File: src/hw/rtl/aqg_pkg.sv
// Shared types, constants and codes for the adaptive quality governor.
// Used by every module of the block; depends on nothing else.
`default_nettype none

package aqg_pkg;

	localparam int WINDOW     = 60;
	localparam int PTR_W      = (WINDOW > 1) ? $clog2(WINDOW) : 1;
	localparam int FILL_W     = $clog2(WINDOW + 1);
	localparam int FT_W       = 20;
	localparam int SAMPLE_W   = 28;
	localparam int SUM_W      = SAMPLE_W + FILL_W;
	localparam int CMP_W      = SUM_W + 5;
	localparam int INTERVAL_W = 26;
	localparam int TIMER_W    = INTERVAL_W + 1;
	localparam int TARGET_W   = 8;
	localparam int TC_W       = TARGET_W + FILL_W;
	localparam int TEMP_W     = 18;
	localparam int CAP_W      = 8;
	localparam int DIV_CNT_W  = $clog2(SAMPLE_W);
	localparam int CFG_INDEX_W = 3;
	localparam int CFG_DATA_W  = INTERVAL_W;

	localparam logic [SAMPLE_W-1:0] RATE_DIVIDEND = SAMPLE_W'(32'd256000000);

	localparam logic [CFG_INDEX_W-1:0] REG_BLOCK_ENABLE    = 3'd0;
	localparam logic [CFG_INDEX_W-1:0] REG_ADAPTIVE_ENABLE = 3'd1;
	localparam logic [CFG_INDEX_W-1:0] REG_TARGET_RATE     = 3'd2;
	localparam logic [CFG_INDEX_W-1:0] REG_SENSOR_INTERVAL = 3'd3;
	localparam logic [CFG_INDEX_W-1:0] REG_ADJUST_INTERVAL = 3'd4;

	localparam logic [TARGET_W-1:0]   TARGET_RESET          = 8'd60;
	localparam logic [INTERVAL_W-1:0] SENSOR_INTERVAL_RESET = 26'd2000000;
	localparam logic [INTERVAL_W-1:0] ADJUST_INTERVAL_RESET = 26'd1000000;

	localparam logic [1:0] MODE_TICK    = 2'd0;
	localparam logic [1:0] MODE_SUSPEND = 2'd1;
	localparam logic [1:0] MODE_RESUME  = 2'd2;

	localparam logic [1:0] LVL_LOW  = 2'd0;
	localparam logic [1:0] LVL_MED  = 2'd1;
	localparam logic [1:0] LVL_HIGH = 2'd2;

	localparam logic [1:0] TH_COOL     = 2'd0;
	localparam logic [1:0] TH_WARM     = 2'd1;
	localparam logic [1:0] TH_HOT      = 2'd2;
	localparam logic [1:0] TH_CRITICAL = 2'd3;

	localparam logic [TEMP_W-1:0] TEMP_WARM     = 18'd65000;
	localparam logic [TEMP_W-1:0] TEMP_HOT      = 18'd80000;
	localparam logic [TEMP_W-1:0] TEMP_CRITICAL = 18'd95000;

	localparam logic [CAP_W-1:0] BATTERY_MAX = 8'd100;
	localparam logic [CAP_W-1:0] BATTERY_LOW = 8'd15;
	localparam logic [CAP_W-1:0] BATTERY_NONE = 8'hFF;

	localparam logic [11:0] SHADOW_LOW  = 12'd512;
	localparam logic [11:0] SHADOW_MED  = 12'd1024;
	localparam logic [11:0] SHADOW_HIGH = 12'd2048;
	localparam logic [13:0] PARTICLE_LOW  = 14'd2048;
	localparam logic [13:0] PARTICLE_MED  = 14'd4096;
	localparam logic [13:0] PARTICLE_HIGH = 14'd8192;
	localparam logic [8:0]  SCALE_LOW  = 9'd166;
	localparam logic [8:0]  SCALE_MED  = 9'd205;
	localparam logic [8:0]  SCALE_HIGH = 9'd256;

	typedef struct packed {
		logic [1:0]        mode;
		logic [FT_W-1:0]   frame_time_us;
		logic [TEMP_W-1:0] hottest_temp_mc;
		logic              battery_present;
		logic [CAP_W-1:0]  battery_capacity;
		logic              battery_charging;
	} aqg_item_t;

	typedef struct packed {
		logic [1:0]        quality_level;
		logic [1:0]        thermal_level;
		logic [11:0]       shadow_map_size;
		logic [13:0]       particle_limit;
		logic [8:0]        render_scale_q8;
		logic              quality_changed;
		logic              quality_raised;
		logic signed [7:0] battery_level;
	} aqg_result_t;

	typedef enum logic [2:0] {
		ST_IDLE,
		ST_DECODE,
		ST_DIV,
		ST_PUSH,
		ST_ADJ,
		ST_PREP,
		ST_DECIDE,
		ST_DONE
	} aqg_state_t;

	typedef struct packed {
		logic capture;
		logic tick;
		logic suspend;
		logic resume;
		logic div_start;
		logic push;
		logic prep;
		logic decide;
		logic load_out;
	} aqg_cmd_t;

	typedef struct packed {
		logic [1:0] mode;
		logic       enabled;
		logic       suspended;
		logic       ft_zero;
		logic       adj_fire;
		logic       div_done;
		logic       out_busy;
	} aqg_sts_t;

endpackage

`default_nettype wire

File: src/hw/rtl/adaptive_quality_governor.sv
// Top level of the adaptive quality governor: controller plus datapath.
// Depends on aqg_pkg, aqg_ctrl and aqg_datapath.
//
// Channel   Handshake                     Payload
// item      item_valid / item_ready       item_data (aqg_item_t)
// result    result_valid / result_ready   result_data (aqg_result_t)
// cfg       cfg_valid / cfg_ready         cfg_index, cfg_data
//
// A frame tick with a nonzero frame time passes decode, the bit-serial divider, push and
// adjust, plus prepare and decide if the quality is adjusted, then registers its result.
// A zero-time tick skips the divider and push, any other beat goes to done; the next item
// beat is taken in the idle state after the result is registered. A result beat held by a low
// result_ready stalls the following item's result in the last state. cfg_ready is always high.
// Reset is asynchronous; a fill count covers the rate history, so it needs no clearing pass.
`default_nettype none

module adaptive_quality_governor (
	input  wire logic                            clk,
	input  wire logic                            arst_n,
	input  wire logic                            item_valid,
	output logic                                 item_ready,
	input  wire aqg_pkg::aqg_item_t              item_data,
	output logic                                 result_valid,
	input  wire logic                            result_ready,
	output aqg_pkg::aqg_result_t                 result_data,
	input  wire logic                            cfg_valid,
	output logic                                 cfg_ready,
	input  wire logic [aqg_pkg::CFG_INDEX_W-1:0] cfg_index,
	input  wire logic [aqg_pkg::CFG_DATA_W-1:0]  cfg_data
);
	import aqg_pkg::*;

	aqg_cmd_t cmd;
	aqg_sts_t sts;

	assign cfg_ready = 1'b1;

	aqg_ctrl u_ctrl (
		.clk        (clk),
		.arst_n     (arst_n),
		.item_valid (item_valid),
		.item_ready (item_ready),
		.sts        (sts),
		.cmd        (cmd)
	);

	aqg_datapath u_datapath (
		.clk          (clk),
		.arst_n       (arst_n),
		.cmd          (cmd),
		.sts          (sts),
		.item_data    (item_data),
		.cfg_valid    (cfg_valid),
		.cfg_index    (cfg_index),
		.cfg_data     (cfg_data),
		.result_valid (result_valid),
		.result_ready (result_ready),
		.result_data  (result_data)
	);

endmodule

`default_nettype wire

File: src/hw/rtl/aqg_div.sv
// Restoring divider for the frame-rate sample, one quotient bit per cycle.
// Depends on aqg_pkg.
`default_nettype none

module aqg_div (
	input  wire logic                         clk,
	input  wire logic                         arst_n,
	input  wire logic                         start,
	input  wire logic [aqg_pkg::FT_W-1:0]     divisor,
	output logic                              done,
	output logic [aqg_pkg::SAMPLE_W-1:0]      quotient
);
	import aqg_pkg::*;

	logic                 busy_q;
	logic                 done_q;
	logic [DIV_CNT_W-1:0] cnt_q;
	logic [FT_W-1:0]      rem_q;
	logic [FT_W-1:0]      div_q;
	logic [SAMPLE_W-1:0]  quo_q;
	logic [FT_W:0]        trial;
	logic [FT_W:0]        diff;
	logic                 ge;

	assign trial = {rem_q, quo_q[SAMPLE_W-1]};
	assign diff  = trial - {1'b0, div_q};
	assign ge    = (trial >= {1'b0, div_q});

	always_ff @(posedge clk or negedge arst_n) begin
		if (!arst_n) begin
			busy_q <= 1'b0;
			done_q <= 1'b0;
			cnt_q  <= '0;
		end else begin
			done_q <= 1'b0;
			if (start) begin
				busy_q <= 1'b1;
				cnt_q  <= '0;
			end else if (busy_q) begin
				cnt_q <= cnt_q + 1'b1;
				if (cnt_q == DIV_CNT_W'(SAMPLE_W - 1)) begin
					busy_q <= 1'b0;
					done_q <= 1'b1;
				end
			end
		end
	end

	always_ff @(posedge clk) begin
		if (start) begin
			rem_q <= '0;
			div_q <= divisor;
			quo_q <= RATE_DIVIDEND;
		end else if (busy_q) begin
			rem_q <= ge ? diff[FT_W-1:0] : trial[FT_W-1:0];
			quo_q <= {quo_q[SAMPLE_W-2:0], ge};
		end
	end

	assign done     = done_q;
	assign quotient = quo_q;

endmodule

`default_nettype wire

File: src/hw/rtl/aqg_datapath.sv
// Datapath of the governor: registers, timers, rate history memory, level decision.
// Depends on aqg_pkg and aqg_div; driven by commands from aqg_ctrl.
`default_nettype none

module aqg_datapath (
	input  wire logic                            clk,
	input  wire logic                            arst_n,
	input  wire aqg_pkg::aqg_cmd_t               cmd,
	output aqg_pkg::aqg_sts_t                    sts,
	input  wire aqg_pkg::aqg_item_t              item_data,
	input  wire logic                            cfg_valid,
	input  wire logic [aqg_pkg::CFG_INDEX_W-1:0] cfg_index,
	input  wire logic [aqg_pkg::CFG_DATA_W-1:0]  cfg_data,
	output logic                                 result_valid,
	input  wire logic                            result_ready,
	output aqg_pkg::aqg_result_t                 result_data
);
	import aqg_pkg::*;

	// Configuration.
	logic                  block_enable_q;
	logic                  adaptive_enable_q;
	logic [TARGET_W-1:0]   target_q;
	logic [INTERVAL_W-1:0] sensor_int_q;
	logic [INTERVAL_W-1:0] adjust_int_q;

	// Governor state.
	aqg_item_t          item_q;
	logic [TIMER_W-1:0] sensor_timer_q;
	logic [TIMER_W-1:0] adjust_timer_q;
	logic               adj_fire_q;
	logic [1:0]         level_q;
	logic [1:0]         thermal_q;
	logic [7:0]         battery_q;
	logic               charging_q;
	logic               suspended_q;
	logic               latched_q;
	logic               changed_q;
	logic               raised_q;
	logic [PTR_W-1:0]   ptr_q;
	logic [FILL_W-1:0]  fill_q;
	logic [SUM_W-1:0]   sum_q;

	// Decision pipeline.
	logic [TC_W-1:0]  tc_q;
	logic [CMP_W-1:0] s20_q;
	logic [CMP_W-1:0] s10_q;
	logic [1:0]       lv_cap_q;

	logic [SAMPLE_W-1:0] hist_mem [WINDOW];
	logic [SAMPLE_W-1:0] rd_q;

	aqg_result_t result_q;
	logic        result_valid_q;

	logic [SAMPLE_W-1:0] sample;
	logic                div_done;
	logic [TIMER_W-1:0]  sensor_sum;
	logic [TIMER_W-1:0]  adjust_sum;
	logic                sensor_exp;
	logic                adjust_exp;
	logic                latch_en;
	logic [1:0]          thermal_new;
	logic [7:0]          battery_new;
	logic                charging_new;
	logic [SAMPLE_W-1:0] old_sample;
	logic [CMP_W-1:0]    r17;
	logic [CMP_W-1:0]    r11;
	logic [1:0]          lv_step;
	logic [1:0]          lv_new;
	logic                bat_low;
	logic                out_busy;

	aqg_div u_div (
		.clk      (clk),
		.arst_n   (arst_n),
		.start    (cmd.div_start),
		.divisor  (item_q.frame_time_us),
		.done     (div_done),
		.quotient (sample)
	);

	always_ff @(posedge clk or negedge arst_n) begin
		if (!arst_n) begin
			block_enable_q    <= 1'b0;
			adaptive_enable_q <= 1'b1;
			target_q          <= TARGET_RESET;
			sensor_int_q      <= SENSOR_INTERVAL_RESET;
			adjust_int_q      <= ADJUST_INTERVAL_RESET;
		end else if (cfg_valid) begin
			case (cfg_index)
				REG_BLOCK_ENABLE:    block_enable_q    <= cfg_data[0];
				REG_ADAPTIVE_ENABLE: adaptive_enable_q <= cfg_data[0];
				REG_TARGET_RATE:     target_q          <= cfg_data[TARGET_W-1:0];
				REG_SENSOR_INTERVAL: sensor_int_q      <= cfg_data;
				REG_ADJUST_INTERVAL: adjust_int_q      <= cfg_data;
				default: begin
				end
			endcase
		end
	end

	always_ff @(posedge clk) begin
		if (cmd.capture) begin
			item_q <= item_data;
		end
	end

	assign sensor_sum = sensor_timer_q + TIMER_W'(item_q.frame_time_us);
	assign adjust_sum = adjust_timer_q + TIMER_W'(item_q.frame_time_us);
	assign sensor_exp = (sensor_sum >= TIMER_W'(sensor_int_q));
	assign adjust_exp = (adjust_sum >= TIMER_W'(adjust_int_q));
	assign latch_en   = cmd.resume || (cmd.tick && (sensor_exp || !latched_q));

	always_comb begin
		if (item_q.hottest_temp_mc < TEMP_WARM) begin
			thermal_new = TH_COOL;
		end else if (item_q.hottest_temp_mc < TEMP_HOT) begin
			thermal_new = TH_WARM;
		end else if (item_q.hottest_temp_mc < TEMP_CRITICAL) begin
			thermal_new = TH_HOT;
		end else begin
			thermal_new = TH_CRITICAL;
		end
		if (item_q.battery_present) begin
			battery_new  = (item_q.battery_capacity > BATTERY_MAX) ? BATTERY_MAX
				: item_q.battery_capacity;
			charging_new = item_q.battery_charging;
		end else begin
			battery_new  = BATTERY_NONE;
			charging_new = 1'b0;
		end
	end

	assign old_sample = (fill_q == FILL_W'(WINDOW)) ? rd_q : '0;

	always_ff @(posedge clk) begin
		if (cmd.push) begin
			hist_mem[ptr_q] <= sample;
		end
		rd_q <= hist_mem[ptr_q];
	end

	// Decision compare: sum*20 against 17*256*target*count, sum*10 against 11*256*...
	assign r17 = (CMP_W'(tc_q) << 12) + (CMP_W'(tc_q) << 8);
	assign r11 = (CMP_W'(tc_q) << 11) + (CMP_W'(tc_q) << 9) + (CMP_W'(tc_q) << 8);
	assign bat_low = !battery_q[7] && (battery_q < BATTERY_LOW);

	always_comb begin
		lv_step = lv_cap_q;
		if (fill_q != '0) begin
			if (s20_q < r17) begin
				if (lv_cap_q == LVL_HIGH) begin
					lv_step = LVL_MED;
				end else if (lv_cap_q == LVL_MED) begin
					lv_step = LVL_LOW;
				end
			end else if ((s10_q > r11) && (thermal_q == TH_COOL || thermal_q == TH_WARM)) begin
				if (lv_cap_q == LVL_LOW) begin
					lv_step = LVL_MED;
				end else if (lv_cap_q == LVL_MED) begin
					lv_step = LVL_HIGH;
				end
			end
		end
		lv_new = (bat_low && !charging_q && lv_step == LVL_HIGH) ? LVL_MED : lv_step;
	end

	always_ff @(posedge clk or negedge arst_n) begin
		if (!arst_n) begin
			sensor_timer_q <= '0;
			adjust_timer_q <= '0;
			adj_fire_q     <= 1'b0;
			level_q        <= LVL_MED;
			thermal_q      <= TH_COOL;
			battery_q      <= BATTERY_NONE;
			charging_q     <= 1'b0;
			suspended_q    <= 1'b0;
			latched_q      <= 1'b0;
			changed_q      <= 1'b0;
			raised_q       <= 1'b0;
			ptr_q          <= '0;
			fill_q         <= '0;
			sum_q          <= '0;
		end else begin
			if (cmd.capture) begin
				changed_q  <= 1'b0;
				raised_q   <= 1'b0;
				adj_fire_q <= 1'b0;
			end
			if (cmd.tick) begin
				sensor_timer_q <= sensor_exp ? '0 : sensor_sum;
				if (adaptive_enable_q) begin
					adjust_timer_q <= adjust_exp ? '0 : adjust_sum;
					adj_fire_q     <= adjust_exp;
				end else begin
					adj_fire_q <= 1'b0;
				end
			end
			if (latch_en) begin
				thermal_q  <= thermal_new;
				battery_q  <= battery_new;
				charging_q <= charging_new;
				latched_q  <= 1'b1;
			end
			if (cmd.suspend) begin
				suspended_q <= 1'b1;
			end
			if (cmd.resume) begin
				suspended_q <= 1'b0;
				ptr_q       <= '0;
				fill_q      <= '0;
				sum_q       <= '0;
			end
			if (cmd.push) begin
				sum_q <= sum_q - SUM_W'(old_sample) + SUM_W'(sample);
				ptr_q <= (ptr_q == PTR_W'(WINDOW - 1)) ? '0 : ptr_q + 1'b1;
				if (fill_q != FILL_W'(WINDOW)) begin
					fill_q <= fill_q + 1'b1;
				end
			end
			if (cmd.decide) begin
				level_q <= lv_new;
				if (lv_new != level_q) begin
					changed_q <= 1'b1;
					raised_q  <= (lv_new > level_q);
				end
			end
		end
	end

	always_ff @(posedge clk) begin
		if (cmd.prep) begin
			tc_q  <= TC_W'(TC_W'(target_q) * TC_W'(fill_q));
			s20_q <= (CMP_W'(sum_q) << 4) + (CMP_W'(sum_q) << 2);
			s10_q <= (CMP_W'(sum_q) << 3) + (CMP_W'(sum_q) << 1);
			if (thermal_q == TH_CRITICAL) begin
				lv_cap_q <= LVL_LOW;
			end else if (thermal_q == TH_HOT && level_q == LVL_HIGH) begin
				lv_cap_q <= LVL_MED;
			end else begin
				lv_cap_q <= level_q;
			end
		end
	end

	assign out_busy = result_valid_q && !result_ready;

	always_ff @(posedge clk or negedge arst_n) begin
		if (!arst_n) begin
			result_valid_q <= 1'b0;
		end else if (cmd.load_out) begin
			result_valid_q <= 1'b1;
		end else if (result_ready) begin
			result_valid_q <= 1'b0;
		end
	end

	always_ff @(posedge clk) begin
		if (cmd.load_out) begin
			result_q.quality_level   <= level_q;
			result_q.thermal_level   <= thermal_q;
			result_q.quality_changed <= changed_q;
			result_q.quality_raised  <= raised_q;
			result_q.battery_level   <= $signed(battery_q);
			case (level_q)
				LVL_LOW: begin
					result_q.shadow_map_size <= SHADOW_LOW;
					result_q.particle_limit  <= PARTICLE_LOW;
					result_q.render_scale_q8 <= SCALE_LOW;
				end
				LVL_HIGH: begin
					result_q.shadow_map_size <= SHADOW_HIGH;
					result_q.particle_limit  <= PARTICLE_HIGH;
					result_q.render_scale_q8 <= SCALE_HIGH;
				end
				default: begin
					result_q.shadow_map_size <= SHADOW_MED;
					result_q.particle_limit  <= PARTICLE_MED;
					result_q.render_scale_q8 <= SCALE_MED;
				end
			endcase
		end
	end

	assign result_valid = result_valid_q;
	assign result_data  = result_q;

	assign sts.mode      = item_q.mode;
	assign sts.enabled   = block_enable_q;
	assign sts.suspended = suspended_q;
	assign sts.ft_zero   = (item_q.frame_time_us == '0);
	assign sts.adj_fire  = adj_fire_q;
	assign sts.div_done  = div_done;
	assign sts.out_busy  = out_busy;

endmodule

`default_nettype wire

File: src/hw/rtl/aqg_ctrl.sv
// Controller state machine of the governor; sequences one item through the datapath.
// Depends on aqg_pkg.
`default_nettype none

module aqg_ctrl (
	input  wire logic              clk,
	input  wire logic              arst_n,
	input  wire logic              item_valid,
	output logic                   item_ready,
	input  wire aqg_pkg::aqg_sts_t sts,
	output aqg_pkg::aqg_cmd_t      cmd
);
	import aqg_pkg::*;

	aqg_state_t state_q;
	aqg_state_t state_nx;

	always_ff @(posedge clk or negedge arst_n) begin
		if (!arst_n) begin
			state_q <= ST_IDLE;
		end else begin
			state_q <= state_nx;
		end
	end

	always_comb begin
		state_nx = state_q;
		case (state_q)
			ST_IDLE: begin
				if (item_valid) begin
					state_nx = ST_DECODE;
				end
			end
			ST_DECODE: begin
				if (sts.enabled && sts.mode == MODE_TICK) begin
					state_nx = sts.ft_zero ? ST_ADJ : ST_DIV;
				end else begin
					state_nx = ST_DONE;
				end
			end
			ST_DIV: begin
				if (sts.div_done) begin
					state_nx = ST_PUSH;
				end
			end
			ST_PUSH:   state_nx = ST_ADJ;
			ST_ADJ:    state_nx = sts.adj_fire ? ST_PREP : ST_DONE;
			ST_PREP:   state_nx = ST_DECIDE;
			ST_DECIDE: state_nx = ST_DONE;
			ST_DONE: begin
				if (!sts.out_busy) begin
					state_nx = ST_IDLE;
				end
			end
			default: state_nx = ST_IDLE;
		endcase
	end

	always_comb begin
		cmd = '0;
		item_ready = 1'b0;
		case (state_q)
			ST_IDLE: begin
				item_ready  = 1'b1;
				cmd.capture = item_valid;
			end
			ST_DECODE: begin
				if (sts.enabled) begin
					case (sts.mode)
						MODE_TICK: begin
							cmd.tick      = 1'b1;
							cmd.div_start = !sts.ft_zero;
						end
						MODE_SUSPEND: cmd.suspend = 1'b1;
						MODE_RESUME:  cmd.resume  = sts.suspended;
						default: begin
						end
					endcase
				end
			end
			ST_PUSH:   cmd.push   = 1'b1;
			ST_PREP:   cmd.prep   = 1'b1;
			ST_DECIDE: cmd.decide = 1'b1;
			ST_DONE:   cmd.load_out = !sts.out_busy;
			default: begin
			end
		endcase
	end

endmodule

`default_nettype wire
File: config.mk
export PLATFORM = sky130hd
export DESIGN_NAME = adaptive_quality_governor
export DESIGN_NICKNAME = d
export VERILOG_FILES = /design/src/hw/rtl/aqg_pkg.sv /design/src/hw/rtl/adaptive_quality_governor.sv /design/src/hw/rtl/aqg_div.sv /design/src/hw/rtl/aqg_datapath.sv /design/src/hw/rtl/aqg_ctrl.sv
export SDC_FILE = /design/constraint.sdc
export NUM_CORES = 2
export LEC_CHECK = 0
export BUFFER_PORTS_ARGS = -buffer_cell sky130_fd_sc_hd__buf_4
export CORE_MARGIN = 2
export CORE_UTILIZATION = 68
export CTS_BUF_LIST = sky130_fd_sc_hd__clkbuf_8 sky130_fd_sc_hd__clkbuf_16
export DETAILED_ROUTE_END_ITERATION = 8
export PLACE_DENSITY = 0.85
export SLEW_MARGIN = 0
export SYNTH_ARGS = -nofsm -noshare
export SYNTH_HDL_FRONTEND = slang
export SYNTH_SLANG_ARGS = --single-unit
File: constraint.sdc
create_clock -name clk -period 12.5 [get_ports clk]
set_input_delay 1.25 -clock clk [delete_from_list [all_inputs] [get_ports clk]]
set_output_delay 1.25 -clock clk [all_outputs]
set_load 0.005 [all_outputs]
### After elaboration in Yosys (flattened, before gate mapping)

Memories as Yosys holds them, arrays and structs flattened. A register that Yosys moved wholly into a read port is not among the register bits.
Cells that the tools add are included.

* flip-flop bits (word level): 452
* RAM bits: 1680
* input bits: 84
* output and inout bits: 52
* logic and storage cells: 208
* memories kept: 1

Memory list
* u_datapath.hist_mem: depth 60, bits a word 28, rd ports 1, clocked after Yosys merged registers in 1, write ports 1, line aqg_datapath.sv:50 `logic [SAMPLE_W-1:0] hist_mem [WINDOW];`

* add/sub/neg operators: 13
* multiply operators: 1
* order comparisons: 11
* equal/unequal tests: 28
* muxes and demuxes: 70
* reduce and logical (&&, ||, !) cells: 38

Operator list (number)
* one-hot mux 35 bit (2 select lines): 1
* two-way mux 34 bit: 2
* adder 27 x 20 -> 27 bit: 2
* greater-or-equal comparator 27 x 26 -> 1 bit: 2
* two-way mux 27 bit: 2
* adder 38 x 36 -> 39 bit: 1
* adder 39 x 22 -> 39 bit: 1
* > comparator 39 bit: 1
* less-than comparator 39 bit: 1
* adder 37 x 35 -> 38 bit: 1
* less-than comparator 18 x 17 -> 1 bit, second input constant: 2
* two-way mux 6 bit: 6
* adder 34 x 28 -> 34 bit: 1
* two-way mux 1 bit: 34
* subtractor 34 x 28 -> 34 bit: 1
* two-way mux 28 bit: 1
* adder 26 x 22 -> 27 bit: 1
* adder 25 x 23 -> 26 bit: 1
* one-hot mux 3 bit (8 select lines): 1
* two-way mux 2 bit: 11
* greater-or-equal comparator 21 x 20 -> 1 bit: 1
* zero test 20 bit: 1
* two-way mux 20 bit: 1
* subtractor 20 bit: 1
* other kinds (32): 84

### Logic depth before layout (Yosys ltp)

* word-level depth: 13
* depth in mapped cells: 31
* depth with buffers taken out: 31

### Hierarchy

From an unflattened synthesis, not the netlist that was laid out.

* cells, all modules: 6088
* area total of the unflattened synthesis: 89154.3 um^2

Modules (own cells, without submodules)
* aqg_datapath: times used 1, cells an instance 5631, area each 84736.3 um^2, seq. area each 59116.7 um^2
* aqg_div: times used 1, cells an instance 419, area each 4088.9 um^2, seq. area each 1736.7 um^2
* aqg_ctrl: times used 1, cells an instance 36, area each 317.8 um^2, seq. area each 75.1 um^2
* adaptive_quality_governor: times used 1, cells an instance 2, area each 11.3 um^2, seq. area each 0.0 um^2

### Worst setup path after synthesis

Ideal clock, no wire load.

* kind: reg-to-reg
* from: register u_datapath.tc_q[2]
* to: register u_datapath.raised_q
* library setup time: 83 ps
* arrival: 5506 ps
* required time: 12417 ps
* path slack: 6911 ps
* cell stages (with the launch flop): 32
* buffers on the path: 0
* clock period less this slack: 5589 ps
* cells stage by stage: edfxtp_1 > ha_1 > inv_1 > fa_1 > nor2b_1 > o21a_1 > o21ai_0 > nand2b_1 > a21oi_1 > xnor2_1 > ha_1 > nand3_1 > nand2_1 > a41oi_1 > a211o_1 > o21ai_0 > a41oi_1 > xor2_1 > ha_1 > a21o_1 > a21o_1 > a211oi_1 > nor2b_1 > nor3_1 > nand3_1 > o22ai_1 > a221o_1 > and2_1 > ha_1 > a21boi_0 > o21ai_0 > o21ai_0

* word-level cells in the longest chain between the ends: 13
* elaborated cells on any way between the ends: 16
* classes of those cells: add/sub (3); order compare (3); eq/ne (2); mux (6); reduce/logical (2)

Ends and longest elaborated chain
* start, declared: line aqg_datapath.sv:45 `logic [TC_W-1:0] tc_q;`
* start signal, assigned: line aqg_datapath.sv:234 `tc_q <= TC_W'(TC_W'(target_q) * TC_W'(fill_q));`
* adder 25 x 23 -> 26 bit: line aqg_datapath.sv:146 `assign r11 = (CMP_W'(tc_q) << 11) + (CMP_W'(tc_q) << 9) + (CMP_W'(tc_q) << 8);`
* adder 39 x 22 -> 39 bit: line aqg_datapath.sv:146
* > comparator 39 bit: line aqg_datapath.sv:158 `end else if ((s10_q > r11) && (thermal_q == TH_COOL || thermal_q == TH_WARM)) begin`
* logical AND 1 bit: line aqg_datapath.sv:158
* two-way mux 2 bit: line aqg_datapath.sv:158
* two-way mux 2 bit (*): line aqg_datapath.sv:152 `if (s20_q < r17) begin`
* two-way mux 2 bit (*): line aqg_datapath.sv:151 `if (fill_q != '0) begin`
* == test 2 bit: line aqg_datapath.sv:166 `lv_new = (bat_low && !charging_q && lv_step == LVL_HIGH) ? LVL_MED : lv_step;`
* logical AND 1 bit: line aqg_datapath.sv:166
* two-way mux 2 bit (*): line aqg_datapath.sv:166
* > comparator 2 bit or inequality test 2 bit (tied branches): line aqg_datapath.sv:226, aqg_datapath.sv:224
* two-way mux 1 bit (*): line aqg_datapath.sv:224 `if (lv_new != level_q) begin`
* two-way mux 1 bit (*): line aqg_datapath.sv:222 `if (cmd.decide) begin`
* end signal, assigned: line aqg_datapath.sv:226 `raised_q <= (lv_new > level_q);`
* end, declared: line aqg_datapath.sv:39 `logic raised_q;`

Mark *: on every way between the ends. The rest lies on a longest branch, timed or not.
A chain may end at the register's enable or synchronous reset.

### Worst setup path in the final report

Same ends and word-level chain as after synthesis.

==> reports/qor.yml <==
timing:
  slew-limit-headroom_pct: -6.977
  fin_crit_sh_pct: 52.32
  holdWs_ns: 0.4541
  setup_viol_count_final: 0
  finalHoldViolCount: 0
  fmax_ghz: 0.1529
  fin_setup_tns_ns: 0
  finalMaxSlewViolations: 3
  fin_skew_ns: 0.07788
  finalCriticalPeriod_ns: 6.540
  worst_pin_slew_ns: 1.605
  rsz0062_at_grt: "no"
layout:
  design_area_mm2: 0.09819
  area_growth_pct: 10.78
  drive_gt1_share_pct: 12.45
  nets: 6696
  fill_cells: 6898
synth:
  avgSynthCellArea_um2: 14.50
  synth_compound_area_share_pct: 13.40
  seq_area_frac_synth_pct: 68.74
  synth_edf_count: 1818
  synth_top_family_by_area: "compound AO/OA/AOI/OAI gates"
  async_flop_share_pct: 9.161
  syn-cell-area_mm2: 0.08863
  synth_xor_xnor_area_share_pct: 1.611
  yosys.area_share.simple_pct: 5.720
  synth_mux_area_share_pct: 2.226
  synth_top_flop_cell: "edfxtp_1"
  ys_seq_elements: 2085
  ys_warn_count: 0
  synthAdderAreaFrac_pct: 5.350
  ys_types: 91
  syn_inst: 6114
critical_path:
  slowest_stage: "o41ai_1"
  cp.required_ns: 13.23
  worst-setup-path-type: "flip-flop to flip-flop"
  end_kind: "flip-flop"
  crit_arrival_ns: 7.27
  slowest_delay_ns: 0.59
  start_kind: "flip-flop"
  worst-path-max-fanout: 6
cts:
  cts_max_level: 4
  cts.hold.buffers_added: 0
  clk_pin_slew_worst_paths_ns: 0.06
  clock-sinks: 2085
  cts_resized: 0
  ctsRootBufferMaster: "clkbuf_16"
  cts_tree: "yes"
  cts_buffer_depth: 3
  insertion_delay_ns: 0.84
  cts_setup_buffers: 0
  cts_buffers: 195
global_route:
  grt_pass1_wl_mm: 362.6
  grt_pass1_vias: 58040
  grt_usage_pct: 37.25
  antenna_found_initial: 18
  grt_start_max_net_pins: 113
  overflow: 0
floorplan:
  die_w_um: 365.0
  die_y_um: 365.0
  core_mm2: 0.1295
  start_util_pct: 68.45
  fp.dieArea_mm2: 0.1332
  ios: 136
  core.rowCount: 132
place:
  routabilityCongestion: 0.9238
  dpl.hpwl_mm: 137.3
  place_area_mm2: 0.09177
  port_buffers: 110
drt:
  drt_pre_antenna_iters: 9
  drt_iter0_drc: 9478
  drt-total-wl_mm: 248.5
  routed_via_density: 7.150
  wl_per_cell_um: 30.37
  vias: 58510
  drc: 3
  antenna_left: 0
power_and_ir_drop:
  peakVddDrop_mv: 0.2192
  power_density_mw_per_mm2: 237.0
  leakage_uw: 0.03476
  finalPower_uw: 23270
flow_run:
  cap_violations: 0
worst_hold_path:
  hold_class: "flip-flop to flip-flop"
outcome:
  violations: "DRC, slew limit"
  status: "finished with violations"
==> cell type report <==
cell class / instances / area [um^2] / area share, %
sequential: 2085 / 60970 / 62.10
inverter: 317 / 1190 / 1.212
clock inverter: 156 / 1271 / 1.295
clock buffer: 207 / 5112 / 5.207
antenna: 7 / 17.52 / 0.01784
multi-input combinational: 3407 / 25420 / 25.88
tap: 1742 / 2180 / 2.220
timing repair buffer: 263 / 2031 / 2.068
==> cell families (layout without fill, tap and decap cells) <==
group           after synthesis  after routing
flops                      2085           2085
compound gates             1685           1685
simple gates               1048           1048
other cells                   2             30
fa+ha+maj                   343            343
mux                         145            145
buf+inv                     643            943
xor+xnor                    163            163
==> critical path, delay by kind of cell (launching register included) <==
kind / cells / cell delay, ns
buffers and inverters: 2 / 0.11
AND/OR/NAND/NOR: 3 / 0.44
flip-flops: 1 / 0.51
adder cells (fa/ha/maj): 5 / 1.65
AO/OA/AOI/OAI: 15 / 3.82
==> metrics by stage <==
| step | util, % | setup WS [ns] | instances |
|---|---|---|---|
| floorplan | - | 6.911 | 6135 |
| global placement | 70.87 | 6.053 | 7813 |
| detailed placement | 70.87 | 5.976 | 7813 |
| CTS | 75.80 | 5.981 | 8176 |
| global route | 75.82 | 5.362 | 8177 |
| finish | 75.83 | 5.960 | 8184 |
==> cell usage in the layout (no fill, tap or decap), types with 29 or more instances in the layout <==
| cell type | instances |
|---|---|
| o211ai_1 | 44 |
| nor4_1 | 36 |
| nand3_1 | 86 |
| a221oi_1 | 135 |
| nand2b_1 | 33 |
| a211oi_1 | 38 |
| a22o_1 | 122 |
| clkinv_2 | 36 |
| nor2_1 | 176 |
| inv_1 | 361 |
| dfxtp_1 | 48 |
| xor2_1 | 51 |
| fa_1 | 60 |
| nor2_2 | 61 |
| a22oi_1 | 500 |
| nor3_1 | 49 |
| mux2_2 | 53 |
| a31oi_1 | 122 |
| edfxtp_1 | 1818 |
| nand4_1 | 90 |
| clkbuf_16 | 201 |
| o21ai_0 | 227 |
| and2_1 | 58 |
| a21o_1 | 78 |
| a21oi_1 | 223 |
| clkinv_1 | 40 |
| ha_1 | 283 |
| o21bai_1 | 29 |
| dfrtp_1 | 158 |
| mux4_2 | 34 |
| xnor2_1 | 112 |
| mux2i_1 | 52 |
| buf_4 | 258 |
| nand2_1 | 326 |
==> Yosys cell counts, types with 51 or more instances <==
| library cell | instances | share of area (%) |
|---|---|---|
| nand2_1 | 326 | 1.4 |
| ha_1 | 283 | 4.0 |
| inv_1 | 317 | 1.3 |
| a22oi_1 | 500 | 4.2 |
| dfrtp_1 | 163 | 4.6 |
| nand4_1 | 90 | 0.64 |
| and2_1 | 61 | 0.43 |
| mux2i_1 | 52 | 0.59 |
| a21oi_1 | 223 | 1.3 |
| a22o_1 | 122 | 1.2 |
| edfxtp_1 | 1818 | 62 |
| buf_1 | 65 | 0.28 |
| dfxtp_1 | 76 | 1.7 |
| nor2_1 | 238 | 1.0 |
| nor3_1 | 51 | 0.29 |
| nand3_1 | 87 | 0.49 |
| fa_1 | 60 | 1.4 |
| a21o_1 | 78 | 0.66 |
| o21ai_0 | 227 | 1.3 |
| a31oi_1 | 123 | 0.87 |
| xor2_1 | 51 | 0.50 |
| xnor2_1 | 112 | 1.1 |
| a221oi_1 | 135 | 1.3 |
| mux2_2 | 53 | 0.67 |
| clkbuf_1 | 195 | 0.83 |
==> sequential cells by signal, summed over array words and instances, names as in the netlist, 8 cells and up <==
signal                     cells
u_datapath.sensor_timer_q     27
u_datapath.adjust_timer_q     27
u_datapath.u_div.quotient     28
u_datapath.item_q             45
u_datapath.u_div.div_q        20
u_datapath.target_q            8
u_datapath.rd_q               28
u_datapath.s20_q              37
u_datapath.sensor_int_q       26
u_datapath.result_data        18
u_datapath.sum_q              34
u_datapath.battery_q           8
u_datapath.u_div.rem_q        20
u_datapath.hist_mem         1680
u_datapath.adjust_int_q       26
u_datapath.tc_q               14
==> power breakdown <==
group	switching, uW	internal [uW]	leakage (uW)	total (uW)
Clock	2620	3310	0.00331	5930
Sequential	378	8580	0.0195	8960
Combinational	5490	2900	0.0120	8390
Total	8490	14800	0.0348	23300
==> final timing paths <==
check / start / to / slack, ns / depth (start not counted)
worst max-delay path: u_datapath.tc_q[2]$_DFFE_PP_ / u_datapath.raised_q$_DFF_PN0_ / 5.96 / 25
worst min-delay path: u_datapath.changed_q$_DFF_PN0_ / u_datapath.result_data[9]$_DFFE_PP_ / 0.45 / 0
worst max register to register: u_datapath.tc_q[2]$_DFFE_PP_ / u_datapath.raised_q$_DFF_PN0_ / 5.96 / 25
worst min register to register: u_datapath.changed_q$_DFF_PN0_ / u_datapath.result_data[9]$_DFFE_PP_ / 0.45 / 0
max in group asynchronous: arst_n / u_datapath.fill_q[0]$_DFF_PN0_ / 10.68 / 2
min in group asynchronous: arst_n / u_datapath.ptr_q[0]$_DFFE_PN0P_ / 0.48 / 1
==> per-layer routing <==
metal | vias to the layer above | track usage [%] | part of all wire, %
met5 | - | 0 | 0.041
met4 | 16 | 26.11 | 8.0
met3 | 1103 | 11.63 | 14
met2 | 5076 | 57.96 | 46
met1 | 28180 | 44.60 | 32
li1 | 24140 | - | -
(Power assumes the default switching activity.)
